**src/rtl/sslu_pkg.sv**
```systemverilog
// ----------------------------------------------------------------------------
// sslu_pkg
// Shared sizes and codes for the sorted linked list unit.
// ----------------------------------------------------------------------------
package sslu_pkg;

	localparam int SLOTS = 16;
	localparam int IDX_W = $clog2(SLOTS);
	localparam int LNK_W = $clog2(SLOTS + 1);
	localparam int CNT_W = $clog2(SLOTS + 1);
	localparam int VAL_W = 32;

	// end-of-chain marker: one past the last slot
	localparam logic [LNK_W-1:0] END_MARK = LNK_W'(SLOTS);

	localparam logic KIND_INSERT = 1'b0;
	localparam logic KIND_REMOVE = 1'b1;

	localparam logic [1:0] ST_DONE     = 2'd0;
	localparam logic [1:0] ST_FULL     = 2'd1;
	localparam logic [1:0] ST_NOTFOUND = 2'd2;

endpackage

```
**src/rtl/sslu_ram.sv**
```systemverilog
// ----------------------------------------------------------------------------
// sslu_ram
// Generic single-write, single-read RAM with registered read data.
// ----------------------------------------------------------------------------
module sslu_ram #(
	parameter int WIDTH = 8,
	parameter int DEPTH = 16
) (
	input  logic                     clk,
	input  logic                     we,
	input  logic [$clog2(DEPTH)-1:0] waddr,
	input  logic [WIDTH-1:0]         wdata,
	input  logic [$clog2(DEPTH)-1:0] raddr,
	output logic [WIDTH-1:0]         rdata
);

	logic [WIDTH-1:0] mem_q [DEPTH];

	always_ff @(posedge clk) begin
		if (we) begin
			mem_q[waddr] <= wdata;
		end
		rdata <= mem_q[raddr];
	end

endmodule

```
**src/rtl/sorted_static_linked_list_unit.sv**
```systemverilog
// ----------------------------------------------------------------------------
// sorted_static_linked_list_unit
// Ascending list of signed words in a fixed slot array, with a free chain.
// ----------------------------------------------------------------------------
// Steps: insert S_FREE, S_WALK, S_FIX; remove hit S_WALK, S_FIX; remove miss
// S_WALK only. The walk passes at most SLOTS elements; full insert: from S_IDLE.
// One chain step per cycle through the shared read port of the value/link RAMs.
// busy stays high for the whole operation, a full insert apart; done comes with busy low.
// Reset: list empty, every slot on the free chain; link RAM reads its reset
// value through per-slot valid bits, so no clearing pass is needed.
module sorted_static_linked_list_unit
	import sslu_pkg::*;
(
	input  logic                    clk,
	input  logic                    arst_n,
	input  logic                    start,
	output logic                    busy,
	input  logic                    kind,
	input  logic signed [VAL_W-1:0] value,
	output logic                    done,
	output logic [1:0]              status,
	output logic [IDX_W-1:0]        slot,
	output logic [CNT_W-1:0]        count
);

	typedef enum logic [2:0] {S_IDLE, S_FREE, S_WALK, S_FIX} state_t;

	state_t                  state_q;
	logic                    kind_q;
	logic signed [VAL_W-1:0] value_q;
	logic [LNK_W-1:0]        head_q, free_head_q, free_nxt_q;
	logic [LNK_W-1:0]        prev_q, cur_q, tgt_q, steps_q;
	logic [IDX_W-1:0]        s_q;
	logic [CNT_W-1:0]        count_q;
	logic                    done_q;
	logic [1:0]              status_q;
	logic [IDX_W-1:0]        slot_q;

	logic [SLOTS-1:0]        link_vld_q;
	logic                    rvld_q;
	logic [IDX_W-1:0]        ridx_q;

	logic [IDX_W-1:0]        rd_addr;
	logic signed [VAL_W-1:0] rd_val;
	logic [LNK_W-1:0]        ram_link, rd_link, nxt_link;
	logic                    lw_en, vw_en;
	logic [IDX_W-1:0]        lw_addr;
	logic [LNK_W-1:0]        lw_data;
	logic                    walk_cont, hit;

	sslu_ram #(.WIDTH(VAL_W), .DEPTH(SLOTS)) u_val_ram (
		.clk   (clk),
		.we    (vw_en),
		.waddr (s_q),
		.wdata (value_q),
		.raddr (rd_addr),
		.rdata (rd_val)
	);

	sslu_ram #(.WIDTH(LNK_W), .DEPTH(SLOTS)) u_link_ram (
		.clk   (clk),
		.we    (lw_en),
		.waddr (lw_addr),
		.wdata (lw_data),
		.raddr (rd_addr),
		.rdata (ram_link)
	);

	// never-written link reads as its reset value: next slot in order
	assign rd_link  = rvld_q ? ram_link : (LNK_W'(ridx_q) + LNK_W'(1));
	assign nxt_link = (rd_link < END_MARK) ? rd_link : END_MARK;

	assign walk_cont = (cur_q != END_MARK) && (steps_q < END_MARK) && (rd_val < value_q);
	assign hit       = (cur_q != END_MARK) && (rd_val == value_q);

	always_comb begin
		rd_addr = '0;
		lw_en   = 1'b0;
		vw_en   = 1'b0;
		lw_addr = '0;
		lw_data = '0;
		unique case (state_q)
			S_IDLE: begin
				rd_addr = (kind == KIND_INSERT) ? free_head_q[IDX_W-1:0] : head_q[IDX_W-1:0];
			end
			S_FREE: begin
				rd_addr = head_q[IDX_W-1:0];
			end
			S_WALK: begin
				// next read follows the link just fetched
				rd_addr = nxt_link[IDX_W-1:0];
				if (!walk_cont) begin
					if (kind_q == KIND_INSERT) begin
						vw_en   = 1'b1;
						lw_en   = 1'b1;
						lw_addr = s_q;
						lw_data = cur_q;
					end else if (hit) begin
						lw_en   = 1'b1;
						lw_addr = cur_q[IDX_W-1:0];
						lw_data = free_head_q;
					end
				end
			end
			S_FIX: begin
				if (prev_q != END_MARK) begin
					lw_en   = 1'b1;
					lw_addr = prev_q[IDX_W-1:0];
					lw_data = tgt_q;
				end
			end
			default: begin
				rd_addr = '0;
			end
		endcase
	end

	assign busy   = (state_q != S_IDLE);
	assign done   = done_q;
	assign status = status_q;
	assign slot   = slot_q;
	assign count  = count_q;

	always_ff @(posedge clk or negedge arst_n) begin
		if (!arst_n) begin
			state_q     <= S_IDLE;
			head_q      <= END_MARK;
			free_head_q <= '0;
			count_q     <= '0;
			done_q      <= 1'b0;
			status_q    <= ST_DONE;
			slot_q      <= '0;
			link_vld_q  <= '0;
			rvld_q      <= 1'b0;
			ridx_q      <= '0;
		end else begin
			rvld_q <= link_vld_q[rd_addr];
			ridx_q <= rd_addr;
			if (lw_en) begin
				link_vld_q[lw_addr] <= 1'b1;
			end
			done_q <= 1'b0;
			unique case (state_q)
				S_IDLE: begin
					if (start) begin
						kind_q  <= kind;
						value_q <= value;
						prev_q  <= END_MARK;
						cur_q   <= head_q;
						steps_q <= '0;
						s_q     <= free_head_q[IDX_W-1:0];
						if (kind == KIND_INSERT) begin
							if (free_head_q == END_MARK) begin
								done_q   <= 1'b1;
								status_q <= ST_FULL;
								slot_q   <= '0;
							end else begin
								state_q <= S_FREE;
							end
						end else begin
							state_q <= S_WALK;
						end
					end
				end
				S_FREE: begin
					free_nxt_q <= nxt_link;
					state_q    <= S_WALK;
				end
				S_WALK: begin
					if (walk_cont) begin
						prev_q  <= cur_q;
						cur_q   <= nxt_link;
						steps_q <= steps_q + LNK_W'(1);
					end else if (kind_q == KIND_INSERT) begin
						tgt_q   <= LNK_W'(s_q);
						state_q <= S_FIX;
					end else if (hit) begin
						tgt_q   <= nxt_link;
						state_q <= S_FIX;
					end else begin
						done_q   <= 1'b1;
						status_q <= ST_NOTFOUND;
						slot_q   <= '0;
						state_q  <= S_IDLE;
					end
				end
				S_FIX: begin
					if (prev_q == END_MARK) begin
						head_q <= tgt_q;
					end
					if (kind_q == KIND_INSERT) begin
						free_head_q <= free_nxt_q;
						count_q     <= count_q + CNT_W'(1);
						slot_q      <= s_q;
					end else begin
						free_head_q <= cur_q;
						if (count_q != '0) begin
							count_q <= count_q - CNT_W'(1);
						end
						slot_q <= cur_q[IDX_W-1:0];
					end
					done_q   <= 1'b1;
					status_q <= ST_DONE;
					state_q  <= S_IDLE;
				end
				default: begin
					state_q <= S_IDLE;
				end
			endcase
		end
	end

endmodule

```
**config.mk**
```make
export PLATFORM = sky130hd
export DESIGN_NAME = sorted_static_linked_list_unit
export DESIGN_NICKNAME = d
export VERILOG_FILES = /design/src/rtl/sslu_pkg.sv /design/src/rtl/sslu_ram.sv /design/src/rtl/sorted_static_linked_list_unit.sv
export SDC_FILE = /design/constraint.sdc
export NUM_CORES = 1
export LEC_CHECK = 0
export ABC_CLOCK_PERIOD_IN_PS = 17300
export BUFFER_PORTS_ARGS = -buffer_cell sky130_fd_sc_hd__buf_2
export CORE_MARGIN = 5
export CORE_UTILIZATION = 54
export CTS_CLUSTER_DIAMETER = 60
export CTS_CLUSTER_SIZE = 16
export DETAILED_ROUTE_END_ITERATION = 12
export HOLD_SLACK_MARGIN = 0.1
export PLACE_DENSITY = 0.75
export REMOVE_ABC_BUFFERS = 1
export SYNTH_ARGS = -nofsm -noshare
export SYNTH_HDL_FRONTEND = slang
export SYNTH_SLANG_ARGS = --single-unit
export TNS_END_PERCENT = 50
```
**constraint.sdc**
```tcl
create_clock -name clk -period 17.3 [get_ports clk]
set_clock_uncertainty 0.2 [all_clocks]
set_input_delay 1.73 -clock clk [delete_from_list [all_inputs] [get_ports clk]]
set_output_delay 1.73 -clock clk [all_outputs]
set_load 0.1 [all_outputs]
```
==> flow_summary_export.csv, run 1 <==
group,metric,value,unit
run_status,status,"finished, final reports clean",
synth,yosys.cell_types.count,61,
synth,ys_ff_latch,736,
timing,holdWs,0.272,ns
cts,clockRootBuffer,"clkbuf_16",
synth,yosysSeqAreaShare,72.7,%
die,die_y,244,µm
power,leakage,11.3,nW
worst_setup_path,critPathLaunch,"kind",
timing,setup_viol_count_final,0,
global_routing,grt_max_degree,125,
synth,synth_edf_count,654,
cts,h-tree-depth,2,
route,wl_per_cell,24.5,µm
synth,synthTopCellsByArea,"edfxtp_1 66%, nand2_1 4.9%, a211oi_1 3.8%",
timing,timing.final.ws_setup,11.25,ns
worst_setup_path,slowest_delay,0.99,ns
finish,utilization,59.6,%
timing,fin_crit,6.05,ns
finish,layout_commonest_cell,"edfxtp_1",
cts,clock_latency,0.63,ns
synth,synth_flop_cell,"edfxtp_1",
die,row_count,85,
synth,yosys.area.top_type_share,66.4,%
global_routing,grt_pass1_vias,18572,
die,boundaryPins,49,
timing,fin_crit_sh,35.0,%
timing,tightest_slew,1.24,ns
finish,fillers,4059,
route,drc,0,
die,die_w,244,µm
synth,synth_compound_area_share,11.5,%
worst_setup_path,rr_worst_depth,11,
synth,ys_warn_count,0,
cts,cts.sinks,736,
placement,hpwl,36.8,mm
global_routing,gr-total-overflow,0,
timing,tns,0,ns
die,start_util,54.7,%
worst_setup_path,cp-end-kind,"flip-flop",
finish,nets,2236,
power,irDropWorstVdd,0.000209,V
route,vias_per_cell,6.44,
synth,syn_area,29600,µm²
worst_setup_path,crit_top_cell,"buf_4",
die,dieArea,59600,µm²
worst_setup_path,crit_chain,"buf_2 > inv_1 > and3_1 > a21oi_1 > o21ai_4 > buf_4 > buf_4 > buf_4 > a31oi_1 > a22oi_1 > nand2_1",
synth,synth.area.mux_share,0.465,%
route,antenna_left,0,
timing,relSlewSlack,16.9,%
synth,async_reset_ff_share,6.11,%
cts,cts_resized,0,
synth,synth_top_area_cell,"edfxtp_1",
timing,hold_viol,0,
power,p_per_area,179,nW/µm²
synth,synth_top_family_by_area,"compound AO/OA/AOI/OAI gates",
finish,mostFrequentLayoutCells,"654 x edfxtp_1, 386 x nand2_1, 161 x and3_1, 157 x a31oi_1, 151 x a211oi_1",
worst_hold_path,holdPathStages,2,
worst_setup_path,r2r-end,"u_val_ram.rdata[9]",
timing,rsz0062_at_grt,"no",
cts,cts_tree,"done",
worst_hold_path,hp-start,"link_vld_q[4]",
placement,portBuffers,48,
worst_hold_path,hold_path_end,"link_vld_q[4]",
route,vias,18671,
global_routing,antenna_found_initial,0,
worst_setup_path,critPathLaunchType,"primary input",
synth,synthAdderAreaFrac,1.63,%
global_routing,track_usage,23.5,%
synth,syn_avg_cell_area,13.6,µm²
route,drt_iter0_drc,2157,
worst_setup_path,reg2reg_from,"ridx_q[0]",
synth,yosys.area_share.xor_xnor,0.267,%
timing,slew_viol_final,0,
job,maxCapViolations,0,
worst_hold_path,holdCritPathClass,"flip-flop to flip-flop",
synth,yosys.area_share.simple,10.9,%
worst_setup_path,crit_slowest_cell,"o21ai_4",
timing,max_freq,165,MHz
cts,cts_setup_buffers,0,
finish,area_growth,8.90,%
die,core,54000,µm²
cts,cts_buffer_depth,3,
worst_setup_path,path_max_fanout,112,
placement,pre_cts_slack,10.72,ns
cts,hold_buffers,0,
worst_setup_path,crit_type,"primary input to flip-flop",
global_routing,grt_pass1_wl,109,mm
worst_setup_path,cp_data_required_time,17.61,ns
cts,cts_made_buffers,54,
route,dr.pass1.iters,7,
worst_setup_path,r2r_slack,11.56,ns
placement,gp_congestion,0.910,
cts,path_clk_slew,0.07,ns
synth,syn_inst,2168,
worst_setup_path,critPathArrivalTime,6.36,ns
route,drt-total-wl,70.9,mm
finish,layout-drive-gt1-share,8.94,%
finish,diodes,0,
==> through the flow <==
stage	power [mW]	area [µm²]	std cells
floorplan	4.04	29000	2020
global route	6.10	32200	2899
global placement	4.51	30600	2802
detailed placement	4.58	30600	2802
CTS	5.77	32200	2899
finish	5.78	32200	2899
==> registers in the layout, summed over array words and instances, names as in the netlist, 4 cells and up <==
register          flops
cur_q                 5
u_link_ram.mem_q     80
s_q                   4
value_q              32
u_val_ram.mem_q     512
slot                  4
tgt_q                 5
head_q                5
free_head_q           5
free_nxt_q            5
ridx_q                4
u_link_ram.rdata      5
count                 5
link_vld_q           16
steps_q               5
u_val_ram.rdata      32
prev_q                5
==> worst max path at each step <==
stage | to | slack, ns | cells after the start
CTS | u_val_ram.rdata[5] | 11.35 | 11
floorplan | rvld_q | 4.03 | 7
detailed placement | u_val_ram.rdata[5] | 10.72 | 11
global placement | u_val_ram.rdata[6] | 10.90 | 11
finish | u_val_ram.rdata[9] | 11.25 | 11
global route | u_val_ram.rdata[6] | 10.89 | 11
==> critical path: cells and delay by family <==
kind                   cells  cell delay (ns)
AO/OA/AOI/OAI              4             1.49
AND/OR/NAND/NOR            2             0.25
buffers and inverters      5             2.73
==> Yosys cell counts (12+ instances only) <==
library cell  instances
a21o_1               14
clkbuf_1            135
and3_1              161
edfxtp_1            654
ha_1                 37
inv_1                46
a31oi_1             157
a21oi_1              31
a211oi_1            151
dfxtp_1              37
o21bai_1             12
nor2_1               52
o21ai_0              21
a22oi_1              74
dfrtp_1              44
nand2_1             387
==> metal layers <==
layer / vias to the layer above / wire length, µm / GRT usage (%)
met5: - / 0 / 0
met4: 0 / 1870 / 7.07
met3: 153 / 6490 / 3.45
met2: 954 / 33900 / 37.9
met1: 9310 / 28600 / 33.7
li1: 8254 / - / -
==> where the power goes <==
part           total, mW  switching, mW  internal, mW
Clock               1.20          0.595         0.606
Combinational       2.29           1.56         0.727
Sequential          2.29          0.126          2.16
==> logic make-up after synthesis <==
logic type,Yosys count
buffers and inverters,196
AO/OA/AOI/OAI,492
AND/OR/NAND/NOR,684
XOR/XNOR,9
adder cells (fa/ha/maj),38
multiplexers,13
flip-flops,736
==> area by class of cell <==
cell class | instances | area [µm²] | share of cell area (%)
clock inverter | 8 | 91.3 | 0.284
sequential | 736 | 21500 | 66.8
multi-input combinational | 1236 | 7500 | 23.3
clock buffer | 89 | 1520 | 4.73
tap | 696 | 871 | 2.70
timing repair buffer | 86 | 526 | 1.63
inverter | 48 | 188 | 0.583
(Power assumes the default switching activity.)
==> run 2, diff against run 1 <==
- ABC_AREA: default -> 1
- ABC_CLOCK_PERIOD_IN_PS: 17300 -> 5130
- PLACE_DENSITY: 0.75 -> 0.78
- clock period: 17.3 -> 5.13 ns (I/O delays scaled with it)
==> flow_summary_export.csv, run 2 <==
group,metric,value,unit
finish,area_growth,10.4,%
finish,layout-drive-gt1-share,9.22,%
route,vias,18975,
worst_setup_path,rr_worst_depth,15,
synth,synth_flop_cell,"edfxtp_1",
cts,cts.sinks,736,
finish,mostFrequentLayoutCells,"654 x edfxtp_1, 351 x nor2_1, 238 x o21ai_0, 194 x nand2_1, 149 x o221ai_1",
route,dr.pass1.iters,6,
synth,yosys.area.top_type_share,66.9,%
die,boundaryPins,49,
synth,syn_area,29300,µm²
worst_setup_path,crit_slowest_cell,"nor2_4",
cts,cts_setup_buffers,0,
die,die_y,243,µm
placement,place_area,30500,µm²
worst_hold_path,hp-start,"start",
worst_setup_path,slowest_delay,0.70,ns
finish,layout_commonest_cell,"edfxtp_1",
global_routing,grt_max_degree,218,
run_status,status,"finished, final reports clean",
worst_setup_path,reg2reg_from,"value_q[31]",
worst_setup_path,crit_type,"flip-flop to flip-flop",
synth,yosys-top-cells-count,"654 x edfxtp_1, 367 x nor2_1, 238 x o21ai_0, 194 x nand2_1, 149 x o221ai_1",
timing,tns,0,ns
placement,gp_congestion,0.898,
worst_setup_path,crit_chain,"inv_1 > ha_1 > nand2_1 > nor2_1 > nand4_1 > nor2_1 > nand2_1 > nand2_1 > nand2_1 > nand3_2 > nand2_1 > inv_1 > nand3_1 > nor2_4 > buf_4",
finish,largest_reg_flops,512,
timing,setup_viol_count_final,0,
die,die_w,243,µm
route,drc,0,
synth,syn_inst,2256,
power,p_seq_share,39.9,%
worst_setup_path,r2r-end,"u_val_ram.mem_q[14][26]",
synth,synthTopCellsByArea,"edfxtp_1 67%, nor2_1 4.7%, o221ai_1 4.4%",
cts,cts_tree,"done",
die,dieArea,59100,µm²
die,start_util,54.5,%
placement,pre_cts_slack,0.406,ns
cts,cts_resized,0,
synth,yosysSeqAreaShare,73.3,%
synth,yosys.cell_types.count,49,
route,antenna_left,0,
finish,regMostFlops,"u_val_ram.mem_q",
synth,async_reset_ff_share,6.11,%
worst_setup_path,critPathLaunchType,"flip-flop",
timing,fin_crit_sh,93.6,%
global_routing,grt_pass1_wl,108,mm
worst_hold_path,holdPathStages,5,
worst_setup_path,cp-end-kind,"flip-flop",
synth,ys_warn_count,0,
worst_hold_path,hold_path_end,"state_q[0]",
finish,fillers,3974,
power,irDropWorstVdd,0.00138,V
global_routing,gr-total-overflow,0,
cts,clockRootBuffer,"clkbuf_16",
timing,max_freq,208,MHz
placement,portBuffers,48,
synth,synth.most_common_cell,"edfxtp_1",
global_routing,grt_pass1_vias,18601,
synth,ys_ff_latch,736,
finish,final_area,32400,µm²
worst_setup_path,path_max_fanout,18,
power,clockPowerShare,21.1,%
route,drt_iter0_drc,2763,
cts,cts_buffer_depth,3,
global_routing,antenna_found_initial,0,
finish,utilization,60.2,%
finish,nets,2402,
cts,path_clk_slew,0.07,ns
timing,rsz0062_at_grt,"no",
timing,timing.final.ws_setup,0.328,ns
route,drt-total-wl,70.9,mm
job,maxCapViolations,0,
timing,relSlewSlack,17.0,%
finish,top_regs,"u_val_ram.mem_q (512), u_link_ram.mem_q (80)",
power,power.switching,7.67,mW
cts,h-tree-depth,2,
timing,tightest_slew,1.24,ns
cts,cts_made_buffers,54,
timing,holdWs,0.151,ns
route,vias_per_cell,6.18,
power,p_sw_share,40.5,%
finish,diodes,0,
worst_setup_path,cp_data_required_time,5.26,ns
timing,hold_viol,0,
worst_setup_path,crit_top_cell,"nand2_1",
synth,synth_edf_count,654,
die,core,53800,µm²
synth,syn_avg_cell_area,13.0,µm²
power,leakage,11.3,nW
power,p_per_area,584,nW/µm²
route,wl_per_cell,23.1,µm
die,row_count,85,
cts,clock_latency,0.63,ns
timing,fin_crit,4.80,ns
timing,slew_viol_final,0,
power,comb_power_share,39.0,%
synth,synth_top_area_cell,"edfxtp_1",
global_routing,track_usage,23.3,%
power,internal_power,11.3,mW
worst_setup_path,r2r_slack,0.33,ns
worst_setup_path,critPathArrivalTime,4.93,ns
cts,hold_buffers,34,
placement,hpwl,40.1,mm
worst_hold_path,holdCritPathClass,"primary input to flip-flop",
-- run 2: cell count changes in the layout (fill, tap and decap cells not counted), sizes merged, moves of 73 or more --
cell and delta:
nand3 +88, nand2 -191, o21ai +313, inv +77, and3 -161, a31oi -153
a211oi -149, a22oi -73, o221ai +150, nor2 +319
-- run 2: final cells by class --
cell class              instances  area, µm²  share of cell area [%]
repair buffers                144       1150                    3.54
multi-input cells            1267       6810                    21.0
clock inverters                12       95.1                   0.293
well taps                     696        871                    2.69
flip-flops and latches        736      21500                    66.4
clock buffers                  90       1500                    4.62
inverters                     125        482                    1.49
-- run 2: critical path, delay by kind of cell (launching register included) --
kind / cells / cell delay, ns
fa+ha+maj: 1 / 0.38
simple gates: 11 / 2.59
buf+inv: 3 / 0.67
flops: 1 / 0.66
-- run 2: kinds of logic after synthesis --
family / synth area share, %
buffers and inverters: 4.06
XOR/XNOR: 0.0597
adder cells (fa/ha/maj): 1.65
flip-flops: 73.3
multiplexers: 0.0384
AND/OR/NAND/NOR: 9.49
AO/OA/AOI/OAI: 11.4
-- run 2: metal layers --
metal	track usage, %	vias to the layer above	routed length (µm)
li1	-	8459	-
met1	31.7	9296	27600
met2	37.8	1065	33900
met3	5.14	155	7010
met4	7.83	0	2360
met5	0	-	0
-- run 2: metrics by stage --
step | std cells | total power [mW]
6_report | 3070 | 18.9
3_3_place_gp | 2934 | 14.6
5_1_grt | 3070 | 19.9
2_1_floorplan | 2128 | 12.3
3_5_place_dp | 2934 | 14.9
4_1_cts | 3070 | 18.9
-- run 2: power groups by stage --
| stage | clock, mW | combinational [mW] | sequential (mW) |
|---|---|---|---|
| 2_1_floorplan | 0 | 4.43 | 7.88 |
| 3_3_place_gp | 0 | 6.95 | 7.65 |
| 3_5_place_dp | 0 | 7.21 | 7.67 |
| 4_1_cts | 4.05 | 7.28 | 7.55 |
| 5_1_grt | 4.31 | 8.02 | 7.60 |
| 6_report | 4.00 | 7.38 | 7.55 |
-- run 2: worst max-delay path by stage --
stage | to | cells after the start | startpoint | slack, ns
detailed placement | u_val_ram.mem_q[14][22] | 15 | value_q[31] | 0.41
CTS | u_val_ram.mem_q[14][20] | 15 | value_q[31] | 0.37
finish | u_val_ram.mem_q[14][26] | 15 | value_q[31] | 0.33
global placement | u_val_ram.mem_q[14][22] | 15 | value_q[31] | 0.70
global route | u_val_ram.mem_q[14][20] | 15 | value_q[31] | 0.15
floorplan | u_val_ram.rdata[10] | 8 | state_q[0] | 0.50
